## config.mk

```make
export PLATFORM = sky130hd
export DESIGN_NAME = positional_byte_list_flat
export DESIGN_NICKNAME = d
export VERILOG_FILES = /design/src/hdl/pbl_pkg.sv /design/src/hdl/pbl_cmd_if.sv /design/src/hdl/pbl_rsp_if.sv /design/src/hdl/pbl_cell.sv /design/src/hdl/positional_byte_list.sv /design/src/flat_wrapper.sv
export SDC_FILE = /design/constraint.sdc
export NUM_CORES = 1
export LEC_CHECK = 0
export BUFFER_PORTS_ARGS = -buffer_cell sky130_fd_sc_hd__buf_2
export CORE_MARGIN = 2
export CORE_UTILIZATION = 55
export DETAILED_ROUTE_END_ITERATION = 10
export GPL_ROUTABILITY_DRIVEN = 0
export MAX_ROUTING_LAYER = met4
export PLACE_DENSITY_LB_ADDON = 0.12
export SYNTH_ARGS = -nofsm -noshare
export SYNTH_HDL_FRONTEND = slang
export SYNTH_SLANG_ARGS = --single-unit
```

## constraint.sdc

```tcl
create_clock -name clk -period 4.8 [get_ports clk]
set_input_delay 0.72 -clock clk [delete_from_list [all_inputs] [get_ports clk]]
set_output_delay 0.72 -clock clk [all_outputs]
set_load 0.02 [all_outputs]
```

## src/hdl/pbl_pkg.sv

```systemverilog
// ----------------------------------------------------------------------------
// pbl_pkg: shared types and constants of the positional byte list
// sizes, operation codes and the control word broadcast to the cell row
// ----------------------------------------------------------------------------
package pbl_pkg;

	localparam int CAPACITY = 32;
	localparam int IDX_W    = $clog2(CAPACITY);
	localparam int CNT_W    = $clog2(CAPACITY + 1);
	localparam int DATA_W   = 8;
	localparam int POS_W    = 8;
	localparam int MODE_W   = 2;
	localparam int LEN_W    = 6;

	typedef enum logic [MODE_W-1:0] {
		MODE_INSERT = 2'd0,
		MODE_DELETE = 2'd1,
		MODE_READ   = 2'd2,
		MODE_NONE   = 2'd3
	} pbl_mode_t;

	typedef enum logic [1:0] {
		CELL_HOLD   = 2'd0,
		CELL_INSERT = 2'd1,
		CELL_DELETE = 2'd2
	} pbl_cell_op_t;

	// control word seen by every cell in the row
	typedef struct packed {
		pbl_cell_op_t      op;
		logic [IDX_W-1:0]  idx;
		logic [DATA_W-1:0] value;
	} pbl_cell_ctl_t;

endpackage

```

## src/hdl/pbl_cmd_if.sv

```systemverilog
// ----------------------------------------------------------------------------
// pbl_cmd_if: command channel of the positional byte list
// valid/ready handshake carrying mode, position and value
// ----------------------------------------------------------------------------
interface pbl_cmd_if
	import pbl_pkg::*;
();
	logic              valid;
	logic              ready;
	logic [MODE_W-1:0] mode;
	logic [POS_W-1:0]  position;
	logic [DATA_W-1:0] value;

	modport source (output valid, output mode, output position, output value, input ready);
	modport sink   (input valid, input mode, input position, input value, output ready);
endinterface

```

## src/hdl/pbl_rsp_if.sv

```systemverilog
// ----------------------------------------------------------------------------
// pbl_rsp_if: response channel of the positional byte list
// valid/ready handshake carrying read_value, done_res and length
// ----------------------------------------------------------------------------
interface pbl_rsp_if
	import pbl_pkg::*;
();
	logic              valid;
	logic              ready;
	logic [DATA_W-1:0] read_value;
	logic              done_res;
	logic [LEN_W-1:0]  length;

	modport source (output valid, output read_value, output done_res, output length,
		input ready);
	modport sink   (input valid, input read_value, input done_res, input length,
		output ready);
endinterface

```

## src/hdl/pbl_cell.sv

```systemverilog
// ----------------------------------------------------------------------------
// pbl_cell: one storage cell of the list row
// holds one byte; shifts right on insert, left on delete, or loads the new byte
// ----------------------------------------------------------------------------
module pbl_cell
	import pbl_pkg::*;
(
	input  logic              clk,
	input  pbl_cell_ctl_t     ctl,
	input  logic [IDX_W-1:0]  cell_idx,
	input  logic [DATA_W-1:0] left,
	input  logic [DATA_W-1:0] right,
	output logic [DATA_W-1:0] data
);

	logic [DATA_W-1:0] data_q;
	logic [DATA_W-1:0] data_d;

	always_comb begin
		data_d = data_q;
		case (ctl.op)
			CELL_INSERT: begin
				if (cell_idx > ctl.idx) begin
					data_d = left;
				end else if (cell_idx == ctl.idx) begin
					data_d = ctl.value;
				end
			end
			CELL_DELETE: begin
				if (cell_idx >= ctl.idx) begin
					data_d = right;
				end
			end
			default: begin
				data_d = data_q;
			end
		endcase
	end

	always_ff @(posedge clk) begin
		data_q <= data_d;
	end

	assign data = data_q;

endmodule

```

## src/hdl/positional_byte_list.sv

```systemverilog
// ----------------------------------------------------------------------------
// positional_byte_list: ordered list of bytes with positional insert/delete/read
// top level: command decode, entry count, cell row and response register
// ----------------------------------------------------------------------------
// The list lives in a row of CAPACITY byte cells; cell 0 is the front. On
// the accepting edge of a command item the whole row shifts right behind
// the insert point (or left over the deleted entry), the entry count updates
// and the response item is loaded into the output register. One item per
// cycle is sustained while the response side takes items; the command side
// stalls only while a response waits unaccepted. Positions are 1-based. An
// insert at position 0 or 1 goes to the front, any position past the end
// appends, and an insert into a full list is refused with done_res low. A
// delete or read outside 1..length changes nothing and returns done_res low;
// read_value is zero unless a read hits. Mode 3 is a no-op. length reports
// the entry count after the operation (low six bits). Cells beyond the count
// hold stale bytes and are never returned. There is no fill or clear phase
// after reset: the list starts empty.
// ----------------------------------------------------------------------------
module positional_byte_list
	import pbl_pkg::*;
(
	input  logic       clk,
	input  logic       arst_n,
	pbl_cmd_if.sink    cmd,
	pbl_rsp_if.source  rsp
);

	// entry count and response register
	logic [CNT_W-1:0]  count_q;
	logic              rsp_valid_q;
	logic [DATA_W-1:0] rsp_read_value_q;
	logic              rsp_done_q;
	logic [LEN_W-1:0]  rsp_length_q;

	// command decode
	logic              cmd_fire;
	logic [POS_W:0]    pos_ext;
	logic [POS_W:0]    cnt_ext;
	logic [POS_W:0]    ins_at;
	logic              full;
	logic              in_range;
	logic              ins_ok;
	logic              del_ok;
	logic              rd_hit;
	logic [IDX_W-1:0]  pos_idx;
	logic [CNT_W-1:0]  count_d;
	logic [DATA_W-1:0] rd_data;
	pbl_cell_ctl_t     cell_ctl;

	logic [DATA_W-1:0] cell_data [CAPACITY];

	// a response slot frees up when the waiting item is taken
	assign cmd.ready = !rsp_valid_q || rsp.ready;
	assign cmd_fire  = cmd.valid && cmd.ready;

	assign pos_ext  = {1'b0, cmd.position};
	assign cnt_ext  = (POS_W+1)'(count_q);
	assign full     = (count_q == CNT_W'(CAPACITY));
	assign in_range = (pos_ext >= (POS_W+1)'(1)) && (pos_ext <= cnt_ext);
	assign pos_idx  = IDX_W'(pos_ext - (POS_W+1)'(1));

	// insert point: front for position 0/1, end when past the tail
	always_comb begin
		if (pos_ext <= (POS_W+1)'(1)) begin
			ins_at = '0;
		end else if (pos_ext - (POS_W+1)'(1) > cnt_ext) begin
			ins_at = cnt_ext;
		end else begin
			ins_at = pos_ext - (POS_W+1)'(1);
		end
	end

	assign ins_ok = cmd_fire && (pbl_mode_t'(cmd.mode) == MODE_INSERT) && !full;
	assign del_ok = cmd_fire && (pbl_mode_t'(cmd.mode) == MODE_DELETE) && in_range;
	assign rd_hit = (pbl_mode_t'(cmd.mode) == MODE_READ) && in_range;

	// broadcast control to the cell row
	always_comb begin
		cell_ctl.value = cmd.value;
		cell_ctl.idx   = pos_idx;
		cell_ctl.op    = CELL_HOLD;
		if (ins_ok) begin
			cell_ctl.op  = CELL_INSERT;
			cell_ctl.idx = IDX_W'(ins_at);
		end else if (del_ok) begin
			cell_ctl.op  = CELL_DELETE;
		end
	end

	// row of cells; each cell sees its neighbors (zero left of cell 0, itself right of the last)
	for (genvar i = 0; i < CAPACITY; i++) begin : g_cell
		logic [DATA_W-1:0] left_data;
		logic [DATA_W-1:0] right_data;

		if (i == 0) begin : g_first
			assign left_data = '0;
		end else begin : g_mid_l
			assign left_data = cell_data[i-1];
		end

		if (i == CAPACITY - 1) begin : g_last
			assign right_data = cell_data[i];
		end else begin : g_mid_r
			assign right_data = cell_data[i+1];
		end

		pbl_cell u_cell (
			.clk      (clk),
			.ctl      (cell_ctl),
			.cell_idx (IDX_W'(i)),
			.left     (left_data),
			.right    (right_data),
			.data     (cell_data[i])
		);
	end

	// read select, only looked at when the position is in range
	assign rd_data = rd_hit ? cell_data[pos_idx] : '0;

	// entry count after this item
	always_comb begin
		count_d = count_q;
		if (ins_ok) begin
			count_d = count_q + CNT_W'(1);
		end else if (del_ok) begin
			count_d = count_q - CNT_W'(1);
		end
	end

	always_ff @(posedge clk or negedge arst_n) begin
		if (!arst_n) begin
			count_q     <= '0;
			rsp_valid_q <= 1'b0;
		end else begin
			count_q <= count_d;
			if (cmd_fire) begin
				rsp_valid_q <= 1'b1;
			end else if (rsp.ready) begin
				rsp_valid_q <= 1'b0;
			end
		end
	end

	// response payload, loaded with each accepted item
	always_ff @(posedge clk) begin
		if (cmd_fire) begin
			rsp_read_value_q <= rd_data;
			rsp_done_q       <= ins_ok || del_ok || rd_hit;
			rsp_length_q     <= LEN_W'(count_d);
		end
	end

	assign rsp.valid      = rsp_valid_q;
	assign rsp.read_value = rsp_read_value_q;
	assign rsp.done_res   = rsp_done_q;
	assign rsp.length     = rsp_length_q;

	// count stays within the row
	a_count_bound: assert property (@(posedge clk) disable iff (!arst_n)
		count_q <= CNT_W'(CAPACITY))
		else $error("entry count above capacity");

	// a successful insert grows the list by one
	a_ins_count: assert property (@(posedge clk) disable iff (!arst_n)
		ins_ok |=> count_q == $past(count_q) + CNT_W'(1))
		else $error("insert did not grow the list");

	// a successful delete shrinks the list by one
	a_del_count: assert property (@(posedge clk) disable iff (!arst_n)
		del_ok |=> count_q == $past(count_q) - CNT_W'(1))
		else $error("delete did not shrink the list");

	// a new item never overwrites a response still waiting
	a_no_overrun: assert property (@(posedge clk) disable iff (!arst_n)
		cmd_fire |-> (!rsp_valid_q || rsp.ready))
		else $error("response overwritten before taken");

	// the reported length matches the count after the item
	a_len_match: assert property (@(posedge clk) disable iff (!arst_n)
		cmd_fire |=> rsp_length_q == LEN_W'(count_q))
		else $error("reported length differs from count");

endmodule
```

## src/flat_wrapper.sv

```systemverilog
// flat-port wrapper written by rule: the top's interface ports become plain ports
module positional_byte_list_flat import pbl_pkg::*;
  (clk, arst_n, cmd_valid, cmd_mode, cmd_position, cmd_value, cmd_ready, rsp_valid, rsp_read_value, rsp_done_res, rsp_length, rsp_ready);
  pbl_cmd_if cmd_i ();
  pbl_rsp_if rsp_i ();
  input  logic clk;
  input  logic arst_n;
  input wire logic [$bits(cmd_i.valid)-1:0] cmd_valid;
  input wire logic [$bits(cmd_i.mode)-1:0] cmd_mode;
  input wire logic [$bits(cmd_i.position)-1:0] cmd_position;
  input wire logic [$bits(cmd_i.value)-1:0] cmd_value;
  output wire logic [$bits(cmd_i.ready)-1:0] cmd_ready;
  output wire logic [$bits(rsp_i.valid)-1:0] rsp_valid;
  output wire logic [$bits(rsp_i.read_value)-1:0] rsp_read_value;
  output wire logic [$bits(rsp_i.done_res)-1:0] rsp_done_res;
  output wire logic [$bits(rsp_i.length)-1:0] rsp_length;
  input wire logic [$bits(rsp_i.ready)-1:0] rsp_ready;
  assign cmd_i.valid = cmd_valid;
  assign cmd_i.mode = cmd_mode;
  assign cmd_i.position = cmd_position;
  assign cmd_i.value = cmd_value;
  assign cmd_ready = cmd_i.ready;
  assign rsp_valid = rsp_i.valid;
  assign rsp_read_value = rsp_i.read_value;
  assign rsp_done_res = rsp_i.done_res;
  assign rsp_length = rsp_i.length;
  assign rsp_i.ready = rsp_ready;
  positional_byte_list u_core (.clk(clk), .arst_n(arst_n), .cmd(cmd_i), .rsp(rsp_i));
endmodule
```

=== After elaboration in Yosys (flattened, before gate mapping) ===
Cells that the tools add are included.

* Register bits: 278
* Latch bits: 0
* RAM bits: 0
* Bits in read-only memories: 0
* Input bits: 22
* Output and inout port bits: 17
* Word-level logic and storage cells: 394
* Memories kept: 0

* $add $sub $neg: 3
* Multiply operators: 0
* Div/mod/pow operators: 0
* Order comparisons: 68
* Eq/ne operators: 98
* Shifts and indexed selects: 0
* Multiplexer cells: 138
* Bitwise gates (word level): 1
* Reduce and logical (&&, ||, !) cells: 49

{| class="wikitable"
|+ Operator list
! operator !! number
|-
| 8-bit 2-to-1 mux || 97
|-
| 8-bit case mux with 2 select lines || 31
|-
| 3-bit inequality test (second input constant) || 31
|-
| 3-bit AND reduction || 31
|-
| 5-bit equality test (first input constant) || 16
|-
| 5-bit greater-than comparator (first input constant) || 16
|-
| 5-bit greater-or-equal comparator (first input constant) || 15
|-
| 2-bit inequality test (second input constant) || 31
|-
| 8-bit binary-select mux with 5-bit select || 1
|-
| 4-bit by 5-bit equality test with 1-bit output (first input constant) || 8
|-
| 4-bit by 5-bit greater-or-equal comparator with 1-bit output (first input constant) || 8
|-
| 4-bit by 5-bit greater-than comparator with 1-bit output (first input constant) || 8
|-
| 3-bit by 5-bit equality test with 1-bit output (first input constant) || 4
|-
| 3-bit by 5-bit greater-or-equal comparator with 1-bit output (first input constant) || 4
|-
| 3-bit by 5-bit greater-than comparator with 1-bit output (first input constant) || 4
|-
| 5-bit 2-to-1 mux || 3
|-
| 6-bit 2-to-1 mux || 2
|-
| 2-bit by 5-bit equality test with 1-bit output (first input constant) || 2
|-
| 1-bit by 5-bit greater-or-equal comparator with 1-bit output (first input constant) || 2
|-
| 2-bit by 5-bit greater-or-equal comparator with 1-bit output (first input constant) || 2
|-
| 1-bit by 5-bit greater-than comparator with 1-bit output (first input constant) || 2
|-
| 2-bit by 5-bit greater-than comparator with 1-bit output (first input constant) || 2
|-
| 9-bit by 6-bit greater-than comparator with 1-bit output || 1
|-
| 8-bit by 1-bit subtractor with 9-bit output (second input constant) || 1
|-
| other kinds (20) || 35
|}

=== Logic depth before layout (Yosys ltp) ===
Gate-level depths: netlist of the first run.

* Depth in word-level cells: 10
* Gate-level depth with buffers: 22
* Gate-level depth less buffers: 15

=== Modules after synthesis ===
Synthesis of the first run repeated with hierarchy kept, for this count alone.

* Cells, all modules: 2709
* Area, all modules: 26729.4 um^2

{| class="wikitable"
|+ Modules (own cells, without submodules)
! module !! instances !! cells each !! area an instance (um^2) !! sequential area each (um^2)
|-
| pbl_cell at u_core.g_cell[0].u_cell ... || 28 || 77 || 733.2 || 240.2
|-
| positional_byte_list || 1 || 277 || 3557.2 || 625.6
|-
| pbl_cell at u_core.g_cell[6].u_cell ... || 4 || 69 || 660.6 || 240.2
|}

=== Least setup slack after synthesis of the first run ===
OpenSTA, ideal clock, no wires.

* Path type: input port to flip-flop
* Start: input cmd_position[0]
* End: register u_core.g_cell[0].u_cell.data_q[0], enable pin
* Setup time: 383 ps
* Data arrival time: 6001 ps
* Required time: 4417 ps
* Path slack: -1585 ps
* Stages: 19
* Path buffers: 6
* Cell sequence: buf_2 > buf_1 > buf_1 > inv_1 > ha_1 > xnor2_1 > clkbuf_1 > inv_1 > ha_1 > nand4_1 > or3b_2 > a31o_2 > o2111ai_1 > and3_1 > buf_4 > nand2_8 > buf_4 > or2_2 > nor3_1

* Word-level cells in the longest chain between the ends: 8
* Elaborated cells on any way between the ends: 21
* Those cells by class: add/sub (1); order compare (6); eq/ne (4); mux (5); reduce/logical (5)

{| class="wikitable"
|+ Ends and longest elaborated chain
! what !! line !! text
|-
| start, declared || flat_wrapper.sv:10 || <nowiki>input wire logic [$bits(cmd_i.position)-1:0] cmd_position;</nowiki>
|-
| 8-bit by 1-bit subtractor with 9-bit output, or another cell as far along || positional_byte_list.sv:60, positional_byte_list.sv:69 ||
|-
| 9-bit by 6-bit greater-than comparator with 1-bit output / 1-bit logical AND (equally long branches) || positional_byte_list.sv:66, positional_byte_list.sv:59 ||
|-
| 5-bit 2-to-1 mux / 1-bit logical AND (equally long branches) || positional_byte_list.sv:66, positional_byte_list.sv:74 ||
|-
| 5-bit 2-to-1 mux / 2-bit 2-to-1 mux (equally long branches) || positional_byte_list.sv:64, positional_byte_list.sv:85 ||
|-
| 5-bit 2-to-1 mux / 2-bit 2-to-1 mux (equally long branches) || positional_byte_list.sv:82 || <nowiki>if (ins_ok) begin</nowiki>
|-
| 1-bit by 5-bit greater-than comparator with 1-bit output, or another cell as far along || pbl_cell.sv:23 || <nowiki>if (cell_idx > ctl.idx) begin</nowiki>
|-
| 3-bit inequality test (no line), or another cell as far along || - ||
|-
| 3-bit AND reduction (no line) * || - ||
|-
| end signal, assigned || pbl_cell.sv:41 || <nowiki>data_q <= data_d;</nowiki>
|-
| end, declared || pbl_cell.sv:16 || <nowiki>logic [DATA_W-1:0] data_q;</nowiki>
|}

Mark *: on every way between the ends. The rest lies on a longest branch, timed or not.
A chain may end at the register's enable or synchronous reset.

=== Worst setup path in the final report of the first run ===
* Start: input cmd_position[1]
* End: register u_core.g_cell[19].u_cell.data_q[3] (data pin)

* Word-level cells in the longest chain between the ends: 8
* Elaborated cells on any way between the ends: 17
* Those cells by class: add/sub (1); order compare (5); eq/ne (2); mux (7); reduce/logical (2)

{| class="wikitable"
|+ Ends and longest elaborated chain
! what !! line !! text
|-
| 8-bit by 1-bit subtractor with 9-bit output || positional_byte_list.sv:60, positional_byte_list.sv:69 ||
|-
| 9-bit by 6-bit greater-than comparator with 1-bit output || positional_byte_list.sv:66 || <nowiki>end else if (pos_ext - (POS_W+1)'(1) > cnt_ext) begin</nowiki>
|-
| 5-bit 2-to-1 mux || positional_byte_list.sv:66 ||
|-
| 5-bit 2-to-1 mux || positional_byte_list.sv:64 || <nowiki>if (pos_ext <= (POS_W+1)'(1)) begin</nowiki>
|-
| 5-bit 2-to-1 mux || positional_byte_list.sv:82 ||
|-
| 5-bit greater-than comparator || pbl_cell.sv:23 ||
|-
| 8-bit 2-to-1 mux || pbl_cell.sv:23 ||
|-
| 8-bit case mux with 2 select lines * || pbl_cell.sv:21 || <nowiki>case (ctl.op)</nowiki>
|-
| named net u_core.g_cell[19].u_cell.data_d[3] || pbl_cell.sv:17 || <nowiki>logic [DATA_W-1:0] data_d;</nowiki>
|-
| end signal, assigned || pbl_cell.sv:41 ||
|-
| end, declared || pbl_cell.sv:16 ||
|}

Mark *: on every way through the listed nets, which the timed path passes. The rest lies on a longest branch.

==> results of run 1 <==
synth_stat cells (3+ instances only):
library cell and instances:
mux4_2 80, nor2b_1 11, o21ai_2 6, nor2_1 66, o21a_1 4, buf_2 24, dfrtp_1 7, mux2_2 16
o22ai_1 8, o21ai_0 98, nor3_1 6, buf_1 10, clkbuf_1 80, mux2i_1 136, nand2_1 287, or3_1 4
nand2_2 3, xnor2_1 7, nor2_4 3, o211ai_1 74, inv_1 15, a31oi_1 18, o221ai_1 8, edfxtp_1 271
o21ai_1 11, and3_1 4, ha_1 16, buf_4 13, nand3_1 84, a21oi_1 65
cells by family after synthesis:
group                      share of synthesized area (%)
buffers and inverters                               3.71
adders and majority gates                           1.19
xor gates and xnor gates                           0.556
AOI/OAI and AO/OA                                   12.6
DFF                                                 49.2
muxes                                               19.8
and+or+nand+nor                                     12.9
worst min-delay path by stage:
stage	startpoint	end	slack, ns	depth (start not counted)
floorplan	arst_n	u_core.count_q[0]	0.42	0
global placement	u_core.rsp.valid	u_core.rsp.valid	0.53	2
detailed placement	u_core.rsp.valid	u_core.rsp.valid	0.53	2
CTS	cmd_valid	u_core.rsp.valid	0.38	2
global route	cmd_valid	u_core.rsp.valid	0.41	2
finish	cmd_valid	u_core.rsp.valid	0.40	2
sequential cells by signal, summed over array words and instances, names as in the netlist:
name	flops
u_core.count_q	6
u_core.g_cell.u_cell.data	256
u_core.rsp.read_value	8
u_core.rsp.valid	1
u_core.rsp.length	6
u_core.rsp.done_res	1
layout make-up:
class	instances	area, um^2	area share (%)
antenna	1	2.50	0.0133
clock buffer	36	795	4.24
clock inverter	19	140	0.747
inverter	16	60.1	0.320
multi-input combinational	1074	8150	43.5
sequential	278	8310	44.3
tap	396	495	2.64
timing repair buffer	112	801	4.27
layer usage:
metal	vias to the layer above	share of wire (%)
met5	-	0
met4	0	2.6
met3	90	9.1
met2	720	45
met1	6367	44
li1	5718	-
stage by stage:
step / instances / hold WS (ns) / worst slack, ns / total power (uW) / utilization [%]
global placement: 1875 / 0.532 / 0.215 / 4470 / 58.5
finish: 1932 / 0.400 / 0.637 / 6750 / 61.6
CTS: 1931 / 0.384 / 0.707 / 6730 / 61.6
global route: 1932 / 0.410 / 0.479 / 6970 / 61.6
floorplan: 1496 / 0.424 / 0.00843 / 4040 / -
detailed placement: 1875 / 0.534 / 0.125 / 4500 / 58.5
critical path, cell delays in order:
cell and delay (ns):
buf_2 0.13, inv_1 0.11, ha_4 0.19, nor3b_2 0.25, xnor2_2 0.16, inv_1 0.08
ha_1 0.29, nand4_1 0.11, or3b_2 0.47, a31o_4 0.25, o21a_1 0.16, a21oi_1 0.30
a211oi_4 0.10, o31ai_2 0.55, buf_4 0.27, mux2i_1 0.19, a21oi_1 0.10
cells in the final DEF (no fill, tap or decap), drive strengths merged, types with 9 or more instances in the layout:
cell / netlist / routed
clkbuf: 80 / 36
nor3: 9 / 9
nor2: 70 / 70
o21ai: 115 / 115
a21oi: 68 / 68
mux4: 80 / 80
mux2i: 136 / 136
nand2: 292 / 292
mux2: 16 / 16
edfxtp: 271 / 271
nor2b: 11 / 11
buf: 48 / 111
o22ai: 9 / 9
o211ai: 74 / 74
clkinv: 0 / 15
inv: 16 / 16
ha: 16 / 16
a31oi: 20 / 20
nand3: 85 / 85
power by group:
group          total (uW)  switching, uW  internal, uW
logic                1520            905           619
registers            2960            109          2850
clock network        2270            989          1280
==> out/qor.yml, run 1 <==
status: "completed"
path_clk_slew_ns: 0.06
timing.rr.start: "u_core.count_q[3]"
grt_antenna_before_repair: 1
dpl_cell_area_mm2: 0.0178
ys_seq_area_share_pct: 49.2
cts.sinks: 278
wl_um: 50500
core-area_mm2: 0.0304
fmax_mhz: 240
rsz0062_at_grt: "false"
reg2reg_to: "u_core.g_cell[19].u_cell.data[3]"
p_leak_uw: 0.00647
syn_nets: 1534
drtIter0Drc: 1744
syn2layout_area_growth_pct: 11.1
avgSynthCellArea_um2: 11.3
start_util_pct: 55.5
drive_gt1_share_pct: 20.5
tightest_slew_ns: 1.19
hold_buffers: 1
ys_ff_latch: 278
finalCritPeriodShare_pct: 86.7
hp-class: "primary input to register"
io_buffers: 38
p_per_area_mw_per_mm2: 360
grt_max_degree: 163
gr-max-usage-layer: "met1"
tns_ns: 0
cts_tree: "built"
r2r_cells: 12
htreeDepth: 1
grt.overflow.total: 0
clock_latency_ns: 0.58
grt_use_met3_pct: 4.66
grt_pass1_wl_um: 76700
crit_path_start_kind: "primary input"
ys.flop_type: "edfxtp_1"
cts_buffers: 30
cp-end-kind: "register"
yosys_warnings: 0
netlist_area_mm2: 0.0169
layout.nets: 1550
drtAntennaViolNets: 0
drc: 0
cts_root_buf: "clkbuf_16"
rows: 64
grt_use_total_pct: 32.8
startpoint: "cmd_position[1]"
cts_setup_buffers: 0
relSlewSlack_pct: 20.5
wl_per_cell_um: 26.2
ioPinCount: 39
drv_slew: 0
fp.dieH_um: 179
crit_path_end: "u_core.g_cell[19].u_cell.data[3]"
grtUsageMet1_pct: 48.4
dpl.hpwl_um: 34800
yosys.area.top_type: "edfxtp_1"
routed-via-count: 12900
grt_pass1_vias: 12200
cts_resized: 0
setup-violations-final: 0
async_reset_ff_share_pct: 2.52
netlist_instances: 1496
first_pass_iters: 5
required_ns: 5.07
synth-edff-count: 271
stdcell_area_mm2: 0.0188
ys_types: 74
dieArea_mm2: 0.0321
grtUsageMet2_pct: 48.1
finalHoldViolCount: 0
die_w_um: 179
n_fill_cell: 2463
path_class: "primary input to register"
crit_path_max_fanout: 7
cts_max_path_buffers: 3
maxCapViolCount: 0
reg2reg_setup_slack_ns: 1.04
irDropWorstVdd_mv: 0.269
vias_per_cell: 6.67
synthTopCellsByArea: "edfxtp_1 (48%), mux4_2 (11%), mux2i_1 (8.1%)"
fin_skew_ns: 0.0237
synth_top_area_share_pct: 48.2
cp.arrival_ns: 4.43
period_minus_slack_ns: 4.16
Note: power is estimated with default switching activity, not from simulation.
==> inputs of run 2 (changes only) <==
--- a/config.mk
+++ b/config.mk
@@ -7,11 +7,12 @@
 export LEC_CHECK = 0
 export BUFFER_PORTS_ARGS = -buffer_cell sky130_fd_sc_hd__buf_2
 export CORE_MARGIN = 2
-export CORE_UTILIZATION = 55
+export CORE_UTILIZATION = 40
 export DETAILED_ROUTE_END_ITERATION = 10
 export GPL_ROUTABILITY_DRIVEN = 0
 export MAX_ROUTING_LAYER = met4
 export PLACE_DENSITY_LB_ADDON = 0.12
+export REMOVE_ABC_BUFFERS = 1
 export SYNTH_ARGS = -nofsm -noshare
 export SYNTH_HDL_FRONTEND = slang
 export SYNTH_SLANG_ARGS = --single-unit
==> out/qor.yml, run 2 (synthesized netlist as in run 1, its figures left out) <==
layout_common_cells: "nand2_1 (287), edfxtp_1 (271), mux2i_1 (136)"
wl_um: 52700  # +4.3%
fp.dieH_um: 209  # +17%
slowest_delay_ns: 0.71  # +0.16 ns
grt_use_total_pct: 24.7  # -8.1 points
grt.overflow.total: 0  # unchanged
cts_root_buf: "clkbuf_16"
layout.cells.non_filler: 2115  # +9.5%
start_util_pct: 40.4  # -15 points
dpl.hpwl_um: 36700  # +5.6%
vias_per_cell: 6.00  # -10%
dpl_cell_area_mm2: 0.0182  # +2.3%
rsz0062_at_grt: "false"
hold_end: "u_core.rsp.valid"
rows: 75  # +17%
cp.arrival_ns: 4.38  # -0.05 ns
cts_setup_buffers: 0  # unchanged
multi_input_area_mm2: 0.00801  # -1.8%
cp_cell_sequence: "buf_4 > inv_1 > ha_4 > nor3b_1 > xnor2_2 > inv_1 > ha_1 > nand4_1 > or3b_2 > a31o_2 > o21a_1 > buf_4 > a21oi_1 > a211oi_2 > buf_12 > nand3_2 > nor2b_1"
grt_pass1_vias: 12400  # +1.2%
stdcell_area_mm2: 0.0193  # +2.7%
p_leak_uw: 0.00670  # +3.4%
cts_buffers: 31  # +3.3%
io_buffers: 38  # unchanged
routed-via-count: 12700  # -1.6%
clock_latency_ns: 0.58  # about the same
die_w_um: 209  # +17%
core-area_mm2: 0.0418  # +37%
cts_tree: "built"
n_fill_cell: 3828  # +55%
tightest_slew_ns: 1.10  # -0.0853 ns
maxCapViolCount: 0  # unchanged
path_clk_slew_ns: 0.06  # about the same
p_per_area_mw_per_mm2: 362  # +0.81%
drtAntennaViolNets: 0  # unchanged
fin_skew_ns: 0.00813  # -0.0156 ns
period_minus_slack_ns: 4.18  # +0.0164 ns
dp.cells: 2056  # +9.7%
final_common_cell: "nand2_1"
status: "completed"
cts_max_path_buffers: 3  # unchanged
grt_antenna_before_repair: 0  # -1
finalCritPeriodShare_pct: 87.1  # +0.34 points
reg2reg_setup_slack_ns: 0.96  # -0.08 ns
largest_register_ffs: 256  # unchanged
drv_slew: 0  # unchanged
drive_gt1_share_pct: 21.4  # +0.99 points
hold-path-cell-count: 2  # unchanged
crit_path_max_fanout: 10  # +3
drc: 0  # unchanged
path_class: "primary input to register"
layout.nets: 1589  # +2.5%
timing.rr.start: "u_core.count_q[0]"
reg2reg_to: "u_core.g_cell[16].u_cell.data[6]"
irDropWorstVdd_mv: 0.280  # +4.1%
min_from: "cmd_valid"
first_pass_iters: 8  # +3
r2r_cells: 14  # +2
relSlewSlack_pct: 26.4  # +5.9 points
slowest_stage: "nor2b_1"
fmax_mhz: 239  # -0.39%
htreeDepth: 1  # unchanged
finalHoldViolCount: 0  # unchanged
grt_max_degree: 230  # +41%
grt_pass1_wl_um: 79800  # +4.0%
drtIter0Drc: 1299  # -26%
n_antenna_cell: 0  # -1
ioPinCount: 39  # unchanged
syn2layout_area_growth_pct: 14.1
hp-class: "primary input to register"
cp-end-kind: "register"
required_ns: 5.00  # -0.07 ns
register_area_mm2: 0.00831  # unchanged
wl_per_cell_um: 24.9  # -4.7%
dieArea_mm2: 0.0439  # +37%
setup-violations-final: 0  # unchanged
crit_path_start_kind: "primary input"
cts.sinks: 278  # unchanged
-- run 2: changes by cell type in the layout (fill, tap and decap cells not counted), sizes merged --
| cell | delta |
|---|---|
| buf | +38 |
| bufinv | +3 |
| inv | +2 |
| clkbuf | -1 |
| clkinvlp | -1 |
| diode | -1 |
-- run 2: what timing repair did --
item                                   4_1_cts  5_1_grt
hold buffers                                 1        0
resized for setup                            0        0
endpoints found under the hold margin        7        0
-- run 2: where the power goes --
| part | internal, uW | switching (uW) | total [uW] | leakage [uW] |
|---|---|---|---|---|
| clock network | 1450 | 1020 | 2470 | 0.000507 |
| registers | 2850 | 102 | 2950 | 0.00255 |
| logic | 661 | 903 | 1560 | 0.00364 |
-- run 2: critical path, delay by kind of cell --
kind,cells,cell delay (ns)
simple gates,5,1.66
buf+inv,5,0.65
fa+ha+maj,2,0.45
xor+xnor,1,0.16
compound gates,4,0.71
-- run 2: routing by layer --
| layer | routed length [um] | global-route usage [%] | vias up |
|---|---|---|---|
| met5 | 0 | - | - |
| met4 | 1300 | 6.43 | 0 |
| met3 | 2880 | 2.83 | 69 |
| met2 | 24600 | 38.7 | 421 |
| met1 | 23900 | 34.3 | 6390 |
| li1 | - | - | 5810 |
-- run 2: area by class of cell --
cell class              count  area share, %
flip-flops and latches    278           43.1
multi-input cells        1074           41.5
repair buffers            150           6.16
clock buffers              35           4.10
well taps                 539           3.50
clock inverters            23           1.25
inverters                  16          0.312
-- run 2: per-stage QoR --
step | power (uW) | setup slack, ns | hold slack, ns | utilization, % | setup TNS (ns)
after floorplan | 3960 | -17.75 | 0.424 | - | -6865.05
after global placement | 4530 | 0.179 | 0.528 | 43.7 | 0
after detailed placement | 4550 | 0.0587 | 0.533 | 43.7 | 0
after CTS | 7030 | 0.654 | 0.342 | 46.1 | 0
after global routing | 7260 | 0.402 | 0.357 | 46.1 | 0
final | 6980 | 0.621 | 0.363 | 46.1 | 0
-- run 2: worst max-delay path by stage --
| stage | slack (ns) | start | end | depth (start not counted) |
|---|---|---|---|---|
| global route | 0.40 | cmd_position[0] | u_core.g_cell[16].u_cell.data[2] | 18 |
| global placement | 0.18 | cmd_position[0] | u_core.g_cell[25].u_cell.data[7] | 15 |
| CTS | 0.65 | cmd_position[0] | u_core.g_cell[30].u_cell.data[0] | 17 |
| floorplan | -17.75 | cmd_position[1] | u_core.g_cell[22].u_cell.data[0] | 9 |
| finish | 0.62 | cmd_position[0] | u_core.g_cell[30].u_cell.data[0] | 17 |
| detailed placement | 0.06 | cmd_position[0] | u_core.g_cell[30].u_cell.data[0] | 17 |
==> inputs of run 3 (changes only) <==
--- a/config.mk
+++ b/config.mk
@@ -5,10 +5,10 @@
 export SDC_FILE = /design/constraint.sdc
 export NUM_CORES = 1
 export LEC_CHECK = 0
-export BUFFER_PORTS_ARGS = -buffer_cell sky130_fd_sc_hd__buf_2
 export CORE_MARGIN = 2
 export CORE_UTILIZATION = 40
 export DETAILED_ROUTE_END_ITERATION = 10
+export DONT_BUFFER_PORTS = 1
 export GPL_ROUTABILITY_DRIVEN = 0
 export MAX_ROUTING_LAYER = met4
 export PLACE_DENSITY_LB_ADDON = 0.12
==> out/qor.yml, run 3 (synthesized netlist as in run 1, its figures left out) <==
timing.rr.start: "u_core.count_q[1]"
n_fill_cell: 3907  # +2.1%
required_ns: 5.06  # +0.06 ns
dieArea_mm2: 0.0439  # unchanged
switchingPower_uw: 2020  # -0.70%
ioPinCount: 39  # unchanged
routed-via-count: 12600  # -0.80%
dpl.hpwl_um: 37100  # +0.94%
crit_path_max_fanout: 72  # +62
preCtsSetupSlack_ns: 0.178  # +0.119 ns
drtIter0Drc: 1356  # +4.4%
final_common_cell: "nand2_1"
cts_resized: 0  # unchanged
drc: 0  # unchanged
p_leak_uw: 0.00637  # -4.8%
syn2layout_area_growth_pct: 11.2
io_buffers: 0  # -100%
register_area_mm2: 0.00831  # unchanged
grt_antenna_before_repair: 3  # +3
cts_setup_buffers: 0  # unchanged
finalHoldViolCount: 0  # unchanged
die_w_um: 209  # unchanged
wl_per_cell_um: 26.9  # +7.9%
grt.overflow.total: 0  # unchanged
vias_per_cell: 6.14  # +2.4%
startpoint: "cmd_position[0]"
fp.dieH_um: 209  # unchanged
drv_slew: 0  # unchanged
clockPowerShare_pct: 36.9  # +1.5 points
power_frac_comb_pct: 20.2  # -2.2 points
fin_skew_ns: 0.0200  # +0.0118 ns
stdcell_area_mm2: 0.0188  # -2.5%
setup-violations-final: 0  # unchanged
irDropWorstVdd_mv: 0.185  # -34%
setup_slack_ns: 0.634  # +0.0139 ns
grt_use_total_pct: 26.0  # +1.4 points
largest_register_ffs: 256  # unchanged
hold_buffers: 1  # unchanged
dpl_cell_area_mm2: 0.0177  # -3.0%
finalCritPeriodShare_pct: 86.8  # -0.29 points
grt_pass1_vias: 12400  # +0.23%
drive_gt1_share_pct: 17.8  # -3.6 points
status: "completed"
wl_um: 55100  # +4.5%
cp.arrival_ns: 4.43  # +0.05 ns
grt_pass1_wl_um: 82000  # +2.7%
path_class: "primary input to register"
rsz0062_at_grt: "false"
htreeDepth: 2  # +1
path_clk_slew_ns: 0.06  # about the same
core-area_mm2: 0.0418  # unchanged
crit_path_start_kind: "primary input"
layout_common_cells: "nand2_1 (287), edfxtp_1 (271), mux2i_1 (136)"
seqPwrFrac_pct: 42.9  # +0.7 points
fmax_mhz: 240  # +0.33%
swShare_pct: 29.0  # about the same
p_per_area_mw_per_mm2: 370  # +2.0%
multi_input_area_mm2: 0.00801  # unchanged
drtAntennaViolNets: 0  # unchanged
tns_ns: 0  # unchanged
period_minus_slack_ns: 4.17  # -0.0139 ns
layout.nets: 1524  # -4.1%
relSlewSlack_pct: 21.9  # -4.5 points
hp-class: "primary input to register"
cts_max_path_buffers: 3  # unchanged
cts_root_buf: "clkbuf_16"
rows: 75  # unchanged
p_total_uw: 6940  # -0.62%
fin_util_pct: 45.0  # -1.2 points
cts_buffers: 35  # +13%
min_from: "cmd_valid"
cts_tree: "built"
internal_power_uw: 4930  # -0.59%
first_pass_iters: 5  # -3
maxCapViolCount: 0  # unchanged
start_util_pct: 40.4  # unchanged
cp-end-kind: "register"
tightest_slew_ns: 1.17  # +0.0674 ns
grt_max_degree: 97  # -58%
clock_latency_ns: 0.56  # -0.02 ns
cts.sinks: 278  # unchanged
[run 3: cell count changes in the layout (fill, tap and decap cells not counted), sizes merged]
cell,delta
diode,+2
buf,-69
clkbuf,+12
clkinv,-8
clkinvlp,+1
inv,-1
bufinv,-3
[run 3: per-layer routing]
layer  share of wire [%]  track usage, %  wire (um)  vias up
li1                    -               -          -     5676
met1                  42            34.4      23200     6297
met2                  47            40.0      25800      518
met3                 8.2            5.52       4510       97
met4                 2.8            8.84       1560        0
met5                   0               -          0        -
[run 3: power by group through the flow]
stage / registers, uW / logic (uW) / clock network (uW)
floorplan: 2980 / 980 / 0
global placement: 3030 / 1370 / 0
detailed placement: 3030 / 1390 / 0
CTS: 2980 / 1390 / 2610
global route: 2990 / 1510 / 2690
finish: 2980 / 1400 / 2560
[run 3: through the flow]
step                hold WS (ns)  instances
CTS                        0.240       2047
detailed placement         0.425       1987
global route               0.261       2049
floorplan                  0.424       1368
finish                     0.262       2049
global placement           0.425       1987
[run 3: final timing paths]
kind / cells past startpoint / slack (ns) / endpoint
setup / recovery: 15 / 0.63 / u_core.g_cell[18].u_cell.data[7]
max in group asynchronous: 1 / 4.04 / u_core.count_q[0]
setup reg to reg: 12 / 0.72 / u_core.g_cell[14].u_cell.data[7]
hold / removal: 1 / 0.26 / u_core.rsp.valid
min in group asynchronous: 1 / 0.50 / u_core.rsp.valid
hold reg to reg: 1 / 0.54 / u_core.count_q[5]
[run 3: final cells by class]
cell class | count | share of cell area [%]
antenna | 2 | 0.0267
clock buffer | 47 | 5.02
clock inverter | 12 | 0.700
inverter | 16 | 0.320
multi-input combinational | 1074 | 42.6
sequential | 278 | 44.3
tap | 539 | 3.59
timing repair buffer | 81 | 3.45
[run 3: worst max-delay path: stages]
cell      delay, ns
inv_1          0.14
ha_4           0.19
nor3b_1        0.32
xnor2_2        0.16
inv_1          0.08
ha_1           0.29
nand4_1        0.11
o21bai_1       0.15
o221a_2        0.27
o21a_1         0.24
nand2_1        0.12
o21ai_2        0.66
o21a_1         0.56
mux2i_1        0.26
o21ai_0        0.09
